## src/rtl/core/gateway_table_least_loaded_select_core_defines.svh

```systemverilog
// -----------------------------------------------------------------------------
// Gateway table assertion macros
// Shared assertion macros for the gateway table core. Defining NO_ASSERTIONS
// turns every macro into an empty body.
// -----------------------------------------------------------------------------
`ifndef GATEWAY_TABLE_LEAST_LOADED_SELECT_CORE_DEFINES_SVH
`define GATEWAY_TABLE_LEAST_LOADED_SELECT_CORE_DEFINES_SVH

`ifndef NO_ASSERTIONS
// Same-cycle implication, checked out of reset.
`define GWTBL_ASSERT_IMPLIES(label, clk, rst_n, ante, cons) \
	label: assert property (@(posedge clk) disable iff (!(rst_n)) (ante) |-> (cons)) \
		else $error("gateway table: same-cycle check failed");
// Next-cycle implication, checked out of reset.
`define GWTBL_ASSERT_NEXT(label, clk, rst_n, ante, cons) \
	label: assert property (@(posedge clk) disable iff (!(rst_n)) (ante) |=> (cons)) \
		else $error("gateway table: next-cycle check failed");
`else
`define GWTBL_ASSERT_IMPLIES(label, clk, rst_n, ante, cons)
`define GWTBL_ASSERT_NEXT(label, clk, rst_n, ante, cons)
`endif

`endif

```

## src/rtl/core/gwtbl_pkg.sv

```systemverilog
// -----------------------------------------------------------------------------
// Gateway table package
// Codes, widths and the stored entry layout shared by the gateway table core.
// -----------------------------------------------------------------------------
`default_nettype none

package gwtbl_pkg;

	localparam int TABLE_DEPTH_DEF = 16;

	localparam int IP_W    = 32;
	localparam int PORT_W  = 16;
	localparam int USERS_W = 24;
	localparam int FREE_W  = USERS_W + 1;
	localparam int SUM_W   = IP_W + 1;

	typedef enum logic [1:0] {
		ACT_UPSERT = 2'd0,
		ACT_DELETE = 2'd1,
		ACT_ROUTE  = 2'd2
	} action_t;

	typedef enum logic [1:0] {
		STAT_OK        = 2'd0,
		STAT_NOT_FOUND = 2'd1,
		STAT_FULL      = 2'd2,
		STAT_NO_GW     = 2'd3
	} status_t;

	// One table entry as held in the entry memory.
	typedef struct packed {
		logic [USERS_W-1:0] max_users;
		logic [USERS_W-1:0] cur_users;
		logic [PORT_W-1:0]  port;
		logic [IP_W-1:0]    ip;
	} entry_t;

	localparam int ENTRY_W = $bits(entry_t);

endpackage

`default_nettype wire

```

## src/rtl/core/gateway_table_least_loaded_select_core.sv

```systemverilog
// -----------------------------------------------------------------------------
// Gateway table with least-loaded selection
// Keeps a table of gateways and answers upsert, delete and route requests.
// -----------------------------------------------------------------------------
// Usage:
// Requests arrive as beats on the s_ channel; each request produces exactly one
// result beat on the m_ channel. A request is an upsert (add a gateway or
// update its user counts), a delete, or a route request, which returns the old
// route when the sticky policy allows it and that gateway has room, and the
// gateway with the most free slots otherwise.
// Every request scans the whole table once through a single read port of the
// entry memory, one entry per cycle, feeding one shared compare unit. The
// result beat appears once the scan has drained and the output register is
// free, and s_tready rises in that same cycle; no new request is accepted
// before then, so the scan length sets how soon the next request can follow.
// The result sits in an output register: a new request is accepted while an
// earlier result waits, but the next result is held back until the receiver
// takes the pending one.
// After reset the table is empty and the sticky policy is on. No clearing pass
// is needed, as entries are tracked by valid bits in flip-flops.
// sticky_we/sticky_wdata write the sticky policy and may be used only while
// no request is outstanding.
// -----------------------------------------------------------------------------
`default_nettype none

`include "gateway_table_least_loaded_select_core_defines.svh"

module gateway_table_least_loaded_select_core #(
	parameter int TABLE_DEPTH = gwtbl_pkg::TABLE_DEPTH_DEF
) (
	input  wire logic        clk,
	input  wire logic        arst_n,

	input  wire logic        sticky_we,
	input  wire logic        sticky_wdata,

	input  wire logic        s_tvalid,
	output logic             s_tready,
	// gw_ip [31:0], gw_port [47:32], cur_users [71:48], max_users [95:72]
	input  wire logic [95:0] s_tdata,
	// action [1:0], has_old_route [2]
	input  wire logic [2:0]  s_tuser,

	output logic             m_tvalid,
	input  wire logic        m_tready,
	// chosen_ip [31:0], chosen_port [47:32]
	output logic [47:0]      m_tdata,
	// status [1:0], used_old_route [2]
	output logic [2:0]       m_tuser
);

	localparam int AW = $clog2(TABLE_DEPTH);
	localparam int IP_W = gwtbl_pkg::IP_W;
	localparam int PORT_W = gwtbl_pkg::PORT_W;
	localparam int FREE_W = gwtbl_pkg::FREE_W;
	localparam int SUM_W = gwtbl_pkg::SUM_W;

	typedef enum logic [1:0] {
		S_IDLE,
		S_SCAN,
		S_DRAIN,
		S_FINISH
	} state_t;

	state_t state_q;

	// Request held for the whole scan.
	gwtbl_pkg::action_t item_action_q;
	gwtbl_pkg::entry_t  item_q;
	logic               item_old_q;
	logic               sticky_q;

	logic [TABLE_DEPTH-1:0] valid_q;
	logic [AW-1:0]          cnt_q;

	// Scan pipeline: s1 is the memory read, s2 holds the free count and sum.
	logic                      s1_v;
	logic [AW-1:0]             s1_idx;
	logic                      s2_v;
	logic                      s2_live;
	logic signed [FREE_W-1:0]  s2_free;
	logic [SUM_W-1:0]          s2_sum;
	logic [IP_W-1:0]           s2_ip;
	logic [PORT_W-1:0]         s2_port;

	// Scan results.
	logic                      match_found_q;
	logic                      match_open_q;
	logic [AW-1:0]             match_slot_q;
	logic                      free_found_q;
	logic [AW-1:0]             free_slot_q;
	logic                      best_found_q;
	logic signed [FREE_W-1:0]  best_free_q;
	logic [SUM_W-1:0]          best_sum_q;
	logic [IP_W-1:0]           best_ip_q;
	logic [PORT_W-1:0]         best_port_q;

	logic [gwtbl_pkg::ENTRY_W-1:0] ram_rdata;
	gwtbl_pkg::entry_t             rd_ent;
	logic                          ram_we;
	logic [AW-1:0]                 ram_waddr;

	logic                      in_acc;
	logic                      fin;
	logic                      rd_live;
	logic                      rd_hit;
	logic                      take_best;
	logic                      use_old;

	gwtbl_pkg::status_t        res_status;
	logic [IP_W-1:0]           res_ip;
	logic [PORT_W-1:0]         res_port;
	logic                      res_used;

	assign s_tready = (state_q == S_IDLE);
	assign in_acc   = s_tvalid && s_tready;
	assign fin      = (state_q == S_FINISH) && (!m_tvalid || m_tready);
	assign use_old  = sticky_q && item_old_q;

	assign rd_ent  = gwtbl_pkg::entry_t'(ram_rdata);
	assign rd_live = valid_q[s1_idx];
	assign rd_hit  = rd_live && (rd_ent.ip == item_q.ip) && (rd_ent.port == item_q.port);

	// The shared compare: does the entry in s2 beat the best one so far?
	assign take_best = s2_v && s2_live &&
		(!best_found_q || (s2_free > best_free_q) ||
		 ((s2_free == best_free_q) && (s2_sum < best_sum_q)));

	// Outcome of the request once the scan is complete.
	always_comb begin
		res_status = gwtbl_pkg::STAT_OK;
		res_ip     = '0;
		res_port   = '0;
		res_used   = 1'b0;
		ram_we     = 1'b0;
		ram_waddr  = match_slot_q;
		case (item_action_q)
			gwtbl_pkg::ACT_UPSERT: begin
				if (match_found_q) begin
					ram_we = fin;
				end else if (free_found_q) begin
					ram_we    = fin;
					ram_waddr = free_slot_q;
				end else begin
					res_status = gwtbl_pkg::STAT_FULL;
				end
			end
			gwtbl_pkg::ACT_DELETE: begin
				if (!match_found_q) begin
					res_status = gwtbl_pkg::STAT_NOT_FOUND;
				end
			end
			gwtbl_pkg::ACT_ROUTE: begin
				if (use_old && match_found_q && match_open_q) begin
					res_ip   = item_q.ip;
					res_port = item_q.port;
					res_used = 1'b1;
				end else if (best_found_q) begin
					res_ip   = best_ip_q;
					res_port = best_port_q;
				end else begin
					res_status = gwtbl_pkg::STAT_NO_GW;
				end
			end
			default: begin
				res_status = gwtbl_pkg::STAT_OK;
			end
		endcase
	end

	gwtbl_ram #(
		.WIDTH (gwtbl_pkg::ENTRY_W),
		.DEPTH (TABLE_DEPTH)
	) u_entry_ram (
		.clk   (clk),
		.we    (ram_we),
		.waddr (ram_waddr),
		.wdata (item_q),
		.raddr (cnt_q),
		.rdata (ram_rdata)
	);

	// Control: sequencer, valid bits, scan flags and the output register.
	always_ff @(posedge clk or negedge arst_n) begin
		if (!arst_n) begin
			state_q       <= S_IDLE;
			sticky_q      <= 1'b1;
			valid_q       <= '0;
			cnt_q         <= '0;
			s1_v          <= 1'b0;
			s1_idx        <= '0;
			s2_v          <= 1'b0;
			match_found_q <= 1'b0;
			match_open_q  <= 1'b0;
			match_slot_q  <= '0;
			free_found_q  <= 1'b0;
			free_slot_q   <= '0;
			best_found_q  <= 1'b0;
			m_tvalid      <= 1'b0;
			m_tdata       <= '0;
			m_tuser       <= '0;
		end else begin
			if (sticky_we) begin
				sticky_q <= sticky_wdata;
			end
			// A beat taken in the same cycle as a new result is replaced below.
			if (m_tvalid && m_tready && !fin) begin
				m_tvalid <= 1'b0;
			end

			s1_v   <= (state_q == S_SCAN);
			s1_idx <= cnt_q;
			s2_v   <= s1_v;

			if (s1_v) begin
				if (rd_hit && !match_found_q) begin
					match_found_q <= 1'b1;
					match_slot_q  <= s1_idx;
					match_open_q  <= (rd_ent.cur_users < rd_ent.max_users);
				end
				if (!rd_live && !free_found_q) begin
					free_found_q <= 1'b1;
					free_slot_q  <= s1_idx;
				end
			end
			if (take_best) begin
				best_found_q <= 1'b1;
			end

			case (state_q)
				S_IDLE: begin
					if (in_acc) begin
						state_q       <= S_SCAN;
						cnt_q         <= '0;
						match_found_q <= 1'b0;
						free_found_q  <= 1'b0;
						best_found_q  <= 1'b0;
					end
				end
				S_SCAN: begin
					if (cnt_q == AW'(TABLE_DEPTH - 1)) begin
						state_q <= S_DRAIN;
					end else begin
						cnt_q <= cnt_q + 1'b1;
					end
				end
				S_DRAIN: begin
					if (!s1_v && !s2_v) begin
						state_q <= S_FINISH;
					end
				end
				S_FINISH: begin
					if (fin) begin
						state_q  <= S_IDLE;
						m_tvalid <= 1'b1;
						m_tdata  <= {res_port, res_ip};
						m_tuser  <= {res_used, res_status};
						if (item_action_q == gwtbl_pkg::ACT_UPSERT && ram_we) begin
							valid_q[ram_waddr] <= 1'b1;
						end
						if (item_action_q == gwtbl_pkg::ACT_DELETE && match_found_q) begin
							valid_q[match_slot_q] <= 1'b0;
						end
					end
				end
				default: begin
					state_q <= S_IDLE;
				end
			endcase
		end
	end

	// Datapath registers, no reset needed.
	always_ff @(posedge clk) begin
		if (in_acc) begin
			item_action_q       <= gwtbl_pkg::action_t'(s_tuser[1:0]);
			item_old_q          <= s_tuser[2];
			item_q              <= gwtbl_pkg::entry_t'(s_tdata);
		end
		s2_live <= rd_live;
		s2_free <= $signed({1'b0, rd_ent.max_users}) - $signed({1'b0, rd_ent.cur_users});
		s2_sum  <= {1'b0, rd_ent.ip} + SUM_W'(rd_ent.port);
		s2_ip   <= rd_ent.ip;
		s2_port <= rd_ent.port;
		if (take_best) begin
			best_free_q <= s2_free;
			best_sum_q  <= s2_sum;
			best_ip_q   <= s2_ip;
			best_port_q <= s2_port;
		end
	end

	// A failed request never names a gateway.
	`GWTBL_ASSERT_IMPLIES(a_err_no_gw, clk, arst_n,
		m_tvalid && (m_tuser[1:0] != gwtbl_pkg::STAT_OK), m_tdata == '0)
	// The old route is granted only on a successful route.
	`GWTBL_ASSERT_IMPLIES(a_old_ok, clk, arst_n,
		m_tvalid && m_tuser[2], m_tuser[1:0] == gwtbl_pkg::STAT_OK)
	// Once a request is taken the block is busy for the scan.
	`GWTBL_ASSERT_NEXT(a_busy_after_accept, clk, arst_n, in_acc, !s_tready)
	// A new result is loaded only into a free or draining output register.
	`GWTBL_ASSERT_IMPLIES(a_no_overwrite, clk, arst_n, fin && m_tvalid, m_tready)

endmodule

`default_nettype wire

```

## src/rtl/core/gwtbl_ram.sv

```systemverilog
// -----------------------------------------------------------------------------
// Generic RAM
// One write port and one read port with registered read data.
// -----------------------------------------------------------------------------
`default_nettype none

module gwtbl_ram #(
	parameter int WIDTH = 8,
	parameter int DEPTH = 16,
	localparam int AW = $clog2(DEPTH)
) (
	input  wire logic             clk,
	input  wire logic             we,
	input  wire logic [AW-1:0]    waddr,
	input  wire logic [WIDTH-1:0] wdata,
	input  wire logic [AW-1:0]    raddr,
	output logic      [WIDTH-1:0] rdata
);

	logic [WIDTH-1:0] mem_q [DEPTH];

	always_ff @(posedge clk) begin
		if (we) begin
			mem_q[waddr] <= wdata;
		end
		rdata <= mem_q[raddr];
	end

endmodule

`default_nettype wire
```

## config.mk

```make
export PLATFORM = sky130hd
export DESIGN_NAME = gateway_table_least_loaded_select_core
export DESIGN_NICKNAME = d
export VERILOG_FILES = /design/src/rtl/core/gwtbl_pkg.sv /design/src/rtl/core/gateway_table_least_loaded_select_core.sv /design/src/rtl/core/gwtbl_ram.sv
export VERILOG_INCLUDE_DIRS = /design/src /design/src/rtl/core
export SDC_FILE = /design/constraint.sdc
export NUM_CORES = 2
export LEC_CHECK = 0
export ABC_AREA = 0
export BUFFER_PORTS_ARGS = -buffer_cell sky130_fd_sc_hd__buf_2
export CORE_MARGIN = 2
export CORE_UTILIZATION = 40
export CTS_CLUSTER_DIAMETER = 120
export DETAILED_ROUTE_END_ITERATION = 7
export PLACE_DENSITY_LB_ADDON = 0.1
export SLEW_MARGIN = 5
export SYNTH_ARGS = -nofsm -noshare
export SYNTH_HDL_FRONTEND = slang
export SYNTH_SLANG_ARGS = --single-unit
```

## constraint.sdc

```tcl
create_clock -name clk -period 24.9 [get_ports clk]
set_input_delay 2.49 -clock clk [delete_from_list [all_inputs] [get_ports clk]]
set_output_delay 2.49 -clock clk [all_outputs]
set_load 0.1 [all_outputs]
```

Yosys cells after proc, flatten, opt, wreduce, memory -nomap -nowiden
Memory sizes are Yosys's and may differ from the RTL's. A register that Yosys moved wholly into a read port is not among the register bits.
Index checks and enable logic that the tools add are counted.
{ "totals": {"regBits": 405, "ramBits": 1536, "input_bits": 105, "elab_cells": 152, "mem_count": 1} }
{ "mem_list": {"columns": ["memory", "depth", "width", "rd", "rd_clocked_by_memory_dff", "write_ports", "line_no", "source"], "rows": [
  ["u_entry_ram.mem_q", 16, 96, 1, 1, 1, "gwtbl_ram.sv:20", "logic [WIDTH-1:0] mem_q [DEPTH];"]
]} }
{ "op_classes": {"addsub": 3, "n_lt_le_gt_ge": 8, "n_eq_ne": 14, "muxes": 54, "bitwise": 3, "n_reduce_logical": 38} }
{ "op_table": {"columns": ["op", "n"], "rows": [
  ["2-to-1 mux 16 bit", 7],
  ["2-to-1 mux 32 bit", 3],
  ["adder 32 x 16 -> 33 bit", 1],
  ["< comparator 33 bit", 1],
  ["equality test 32 bit", 1],
  ["equality test 25 bit", 1],
  ["> comparator 25 bit", 1],
  ["2-to-1 mux 1 bit", 25],
  ["subtractor 24 x 24 -> 25 bit", 1],
  ["< comparator 24 bit", 1],
  ["2-to-1 mux 4 bit", 5],
  ["logical AND 1 bit", 19],
  ["bitwise AND 16 bit", 1],
  ["equality test 16 bit", 1],
  ["2-to-1 mux 2 bit", 8],
  ["NOT 16 bit", 1],
  ["OR 16 bit", 1],
  ["< comparator 4 x 5 -> 1 bit, second input constant", 3],
  ["demux 1 bit (select 4 bit)", 2],
  ["greater-or-equal comparator 4 x 1 -> 1 bit, second input constant", 2],
  ["zero test 1 bit", 8],
  ["one-hot mux 2 bit (4 select lines)", 1],
  ["one-hot mux 4 bit (2 select lines)", 1],
  ["equality test 2 bit, second input constant", 3],
  ["13 further kinds", 22]
]} }

Logic depth before layout (Yosys ltp)
{ "depth": {"word_depth": 13, "mapped_depth": 11, "mapped_depth_nobuf": 10} }

Cells and area by module
A second synthesis with hierarchy kept.
{ "hier_totals": {"hier_cells": 3804, "area_unflattened_um2": 76359.5} }
{ "modules_own_cells": {"columns": ["module", "instances", "cells_per_inst", "area_each_um2", "seq_area_each_um2"], "rows": [
  ["gwtbl_ram", 1, 2460, 59358.2, 48046.1],
  ["gateway_table_least_loaded_select_core", 1, 1344, 17001.3, 10626.4]
]} }

Least setup slack after synthesis
Ideal clock, no wire load.
{ "synth_timing": {"path_kind": "register to register", "from": "register best_free_q[24]", "to": "register best_free_q[0] (enable)", "arrival_ps": 9364, "required_ps": 24183, "path_slack_ps": 14819, "stages_incl_launch_ff": 10, "n_path_buf": 0, "synth_period_minus_slack_ps": 10081, "path_cell_list": "edfxtp_1 > inv_1 > ha_1 > nand4_1 > nor3_1 > nand2_1 > or4_1 > a2111oi_0 > o21ai_0 > o21ai_0"} }
{ "synth_via": {"elab_chain_cells": 4} }
{ "synth_rtl": {"columns": ["item", "line_no", "source"], "rows": [
  ["from (decl)", "gateway_table_least_loaded_select_core.sv:93", "logic signed [FREE_W-1:0] best_free_q;"],
  ["from (signal assigned)", "gateway_table_least_loaded_select_core.sv:286", "best_free_q <= s2_free;"],
  ["> comparator 25 bit or equality test 25 bit (tied branches)", "gateway_table_least_loaded_select_core.sv:126, gateway_table_least_loaded_select_core.sv:127", null],
  ["logical OR 1 bit or logical AND 1 bit (tied branches)", "gateway_table_least_loaded_select_core.sv:126, gateway_table_least_loaded_select_core.sv:127", null],
  ["logical OR 1 bit (*)", "gateway_table_least_loaded_select_core.sv:126", "(!best_found_q || (s2_free > best_free_q) ||"],
  ["logical AND 1 bit (*)", "gateway_table_least_loaded_select_core.sv:125", "assign take_best = s2_v && s2_live &&"],
  ["via take_best", "gateway_table_least_loaded_select_core.sv:107", "logic take_best;"]
]} }
The timed path passes the listed nets; every way through them passes the cells marked *.
A chain may end at the register's enable or synchronous reset.

Worst setup path after layout
{ "layout_timing": {"from": "input port m_tready", "to": "memory u_entry_ram.mem_q[2][44] in the netlist's numbering (enable)"} }
{ "layout_via": {"elab_chain_cells": 7} }
{ "layout_rtl": {"columns": ["item", "line_no", "source"], "rows": [
  ["from (decl)", "gateway_table_least_loaded_select_core.sv:45", "input wire logic m_tready,"],
  ["logical OR 1 bit (*)", "gateway_table_least_loaded_select_core.sv:117", "assign fin = (state_q == S_FINISH) && (!m_tvalid || m_tready);"],
  ["logical AND 1 bit (*)", "gateway_table_least_loaded_select_core.sv:117", null],
  ["2-to-1 mux 1 bit", "gateway_table_least_loaded_select_core.sv:141", "end else if (free_found_q) begin"],
  ["2-to-1 mux 1 bit (*)", "gateway_table_least_loaded_select_core.sv:139", "if (match_found_q) begin"],
  ["2-to-1 mux 1 bit (*)", "gateway_table_least_loaded_select_core.sv:137", "case (item_action_q)"],
  ["2-to-1 mux 1 bit (*)", "gwtbl_ram.sv:23", "if (we) begin"],
  ["2-to-1 mux 1 bit (implied by the code) (*)", "gwtbl_ram.sv:24", "mem_q[waddr] <= wdata;"],
  ["to (decl)", "gwtbl_ram.sv:20", null]
]} }
Mark *: on every way between the ends. The rest lies on a longest branch, timed or not.

==> flow_summary.ini <==
[outcome]
outcome = complete, no violations

[yosys]
synth_async_sr_flop_share_pct = 4.57
synth-main-ff-cell = edfxtp_1
synth.distinct_cells = 66
synth-simple-area-share_pct = 2.98
syn_inst = 4403
yosysSeqAreaShare_pct = 75.6
yosys_warnings = 0
synthAdderAreaFrac_pct = 1.70
avgSynthCellArea_um2 = 17.6
ys_seq_elements = 2037
syn_area_mm2 = 0.0777
synth_mux_area_share_pct = 11.0
synth_top_family_by_area = multiplexers
synth_compound_area_share_pct = 6.31
synth_edf_count = 1741
synth_xor_area_share_pct = 0.902
synthesis.nets = 4612

[job]
max_cap_viol_count = 0

[clock_network]
h-tree-depth = 4
clock-sinks = 2037
cts_hold_buf = 0
clockBufferDepth = 3
clk_latency_ns = 0.86
cts_tree = done
cts_resized = 0
cts_setup_buffers = 0
numCtsBuffers = 217
cts-root-buf = clkbuf_16
clkTransAtPathRegs_ns = 0.06

[sta]
setup_violations = 0
finalHoldViolCount = 0
setup_tns_ns = 0
worst_pin_slew_ns = 1.16
rsz0062_at_grt = false
max_freq_mhz = 161
fin_crit_ns = 6.19
fin_skew_ns = 0.0602
period_share_pct = 24.9
finalMaxSlewViolations = 0
relSlewSlack_pct = 22.2

[worst_setup_path]
critPathSlowestCell = buf_4
timing.rr.start = cnt_q[0]$_DFFE_PN0P_
worstSetupPathType = in2reg
rr_worst_depth = 9
worstPathRequired_ns = 25.35
cp-start-kind = input pin
max_stage_delay_ns = 0.90
crit_chain = buf_2, nand2b_1, nand2_2, buf_4, nor4_1, buf_4, o21ai_0, nor2_4, buf_4, buf_4
cp-startpoint = m_tready
worstPathArrival_ns = 6.65
reg2reg_slack_ns = 19.55
path_delay_family = buffers and inverters
r2r-end = u_entry_ram.rdata[81]$_DFF_P_
cp.buffers_inverters = 5
critPathMostFrequentCell = buf_4
critPathCaptureType = flop
path_max_fanout = 55

[floorplan]
core-area_mm2 = 0.193
die_x_um = 445
start_util_pct = 40.3
io_pins = 158
rows = 161
die-area_mm2 = 0.198
die_h_um = 445

[placement]
gp_congestion = 0.819
dp_hpwl_um = 119000
io_buffers = 157

[global_route]
grt_pass1_vias = 40888
grt_max_degree = 120
antenna_found_initial = 11
grt.overflow.total = 0
grtUsageTotal_pct = 20.9
grt_pass1_wl_um = 298000

[routing]
avgViaCountPerCell = 5.48
via_count = 40549
detail_route.first_pass.iterations = 5
drc_errors = 0
wirelength_um = 207000
antenna_left = 0
wire_per_inst_um = 28.0
drtIter0Drc = 3902

[final_layout]
register_area_mm2 = 0.0587
fillCellCount = 16419
multi_input_area_mm2 = 0.0179
syn_to_final_growth_pct = 14.5
num-nets-final = 4885
drive_gt1_share_pct = 18.6

[power_and_ir_drop]
finalPower_mw = 10.1
leakage_nw = 30.2
p_per_area_mw_per_mm2 = 113
peakVddDrop_v = 0.0000751

[hold_path]
hold_depth = 0
hp-class = reg2reg
min_delay_worst_endpoint = best_ip_q[15]$_DFFE_PP_
hp-start = s2_ip[15]$_DFF_P_
worst max path at each step:
stage	endpoint	slack, ns	cells after the start
2_1_floorplan	best_free_q[0]$_DFFE_PP_	14.82	9
3_3_place_gp	u_entry_ram.mem_q[2][58]$_DFFE_PP_	17.84	10
6_report	u_entry_ram.mem_q[2][44]$_DFFE_PP_	18.71	10
4_1_cts	u_entry_ram.mem_q[2][44]$_DFFE_PP_	18.66	10
5_1_grt	u_entry_ram.mem_q[2][44]$_DFFE_PP_	18.46	10
3_5_place_dp	u_entry_ram.mem_q[2][64]$_DFFE_PP_	17.78	10
sequential cells by signal, summed over array words and instances (netlist names), 2 cells and up:
signal and count:
state_q 2, best_free_q 25, cnt_q 4, best_ip_q 32, best_sum_q 33, m_tuser 3, item_action_q 2, best_port_q 16
s2_free 25, valid_q 16, item_q 96, u_entry_ram.rdata 96, match_slot_q 4, s2_ip 32, s2_sum 33, u_entry_ram.mem_q 1536
free_slot_q 4, m_tdata 48, s1_idx 4, s2_port 16
cell usage in the layout, fill, tap and decap left out, drive strengths merged, types with 22 or more instances in the layout:
master  instances
buf           255
nor2           74
mux2          103
xnor2          51
a22oi          98
mux4          197
dfxtp         203
a21o           25
and3           54
nor3           22
o21ai         285
nand4          23
nand2         205
mux2i         290
ha            102
inv           127
xor2           29
edfxtp       1741
a21oi         212
dfrtp          92
clkbuf        302
a221oi         99
clkinv         76
nand3          25
layout make-up:
type / count / share of cell area (%)
inverters: 115 / 0.491
well taps: 2526 / 3.55
repair buffers: 255 / 1.77
diodes: 7 / 0.0197
clock buffers: 302 / 6.67
flip-flops and latches: 2037 / 66.0
clock inverters: 110 / 1.36
multi-input cells: 2050 / 20.1
through the flow:
| stage | hold slack (ns) | std cells | setup slack, ns | util (%) | area [um^2] |
|---|---|---|---|---|---|
| detailed placement | 0.389 | 6983 | 17.78 | 42.4 | 81800 |
| floorplan | 0.355 | 4403 | 14.82 | - | 77700 |
| finish | 0.397 | 7402 | 18.71 | 46.1 | 88900 |
| global route | 0.406 | 7396 | 18.46 | 46.1 | 88900 |
| global placement | 0.386 | 6983 | 17.84 | 42.4 | 81800 |
| CTS | 0.397 | 7395 | 18.66 | 46.1 | 88900 |
kinds of logic (layout without fill, tap and decap cells):
group,after synthesis,after routing
xor+xnor,80,80
other cells,0,7
fa+ha+maj,104,104
compound gates,794,794
mux,590,590
simple gates,482,482
flops,2037,2037
buf+inv,316,782
synthesized netlist by cell type (all sizes together), types with 16 or more instances:
cell type | number | area, um^2
edfxtp | 1741 | 52300
mux2i | 290 | 2900
o21ai | 285 | 1430
a21oi | 212 | 1060
nand2 | 205 | 769
dfxtp | 203 | 4060
mux4 | 197 | 4450
clkbuf | 143 | 537
inv | 115 | 432
mux2 | 103 | 1160
ha | 102 | 1280
a221oi | 99 | 867
a22oi | 98 | 736
dfrtp | 92 | 2300
nor2 | 74 | 278
buf | 58 | 260
and3 | 54 | 338
xnor2 | 51 | 447
xor2 | 29 | 254
a21o | 25 | 188
nand3 | 25 | 125
nand4 | 23 | 144
nor3 | 22 | 110
nand2b | 18 | 113
nor2b | 16 | 100
per-layer routing:
| metal | vias to the layer above | global-route usage [%] | wire (um) |
|---|---|---|---|
| met5 | - | 0 | 0 |
| met4 | 0 | 5.64 | 4950 |
| met3 | 278 | 3.24 | 10600 |
| met2 | 1025 | 32.5 | 95200 |
| met1 | 21237 | 30.6 | 96100 |
| li1 | 18009 | - | - |
power breakdown:
group / internal (mW) / leakage [nW] / switching [mW] / total [mW]
Clock: 1.86 / 3.48 / 1.36 / 3.21
Combinational: 0.862 / 8.03 / 1.48 / 2.34
Sequential: 4.17 / 18.7 / 0.349 / 4.52
Total: 6.89 / 30.2 / 3.18 / 10.1
(Power assumes the default switching activity.)
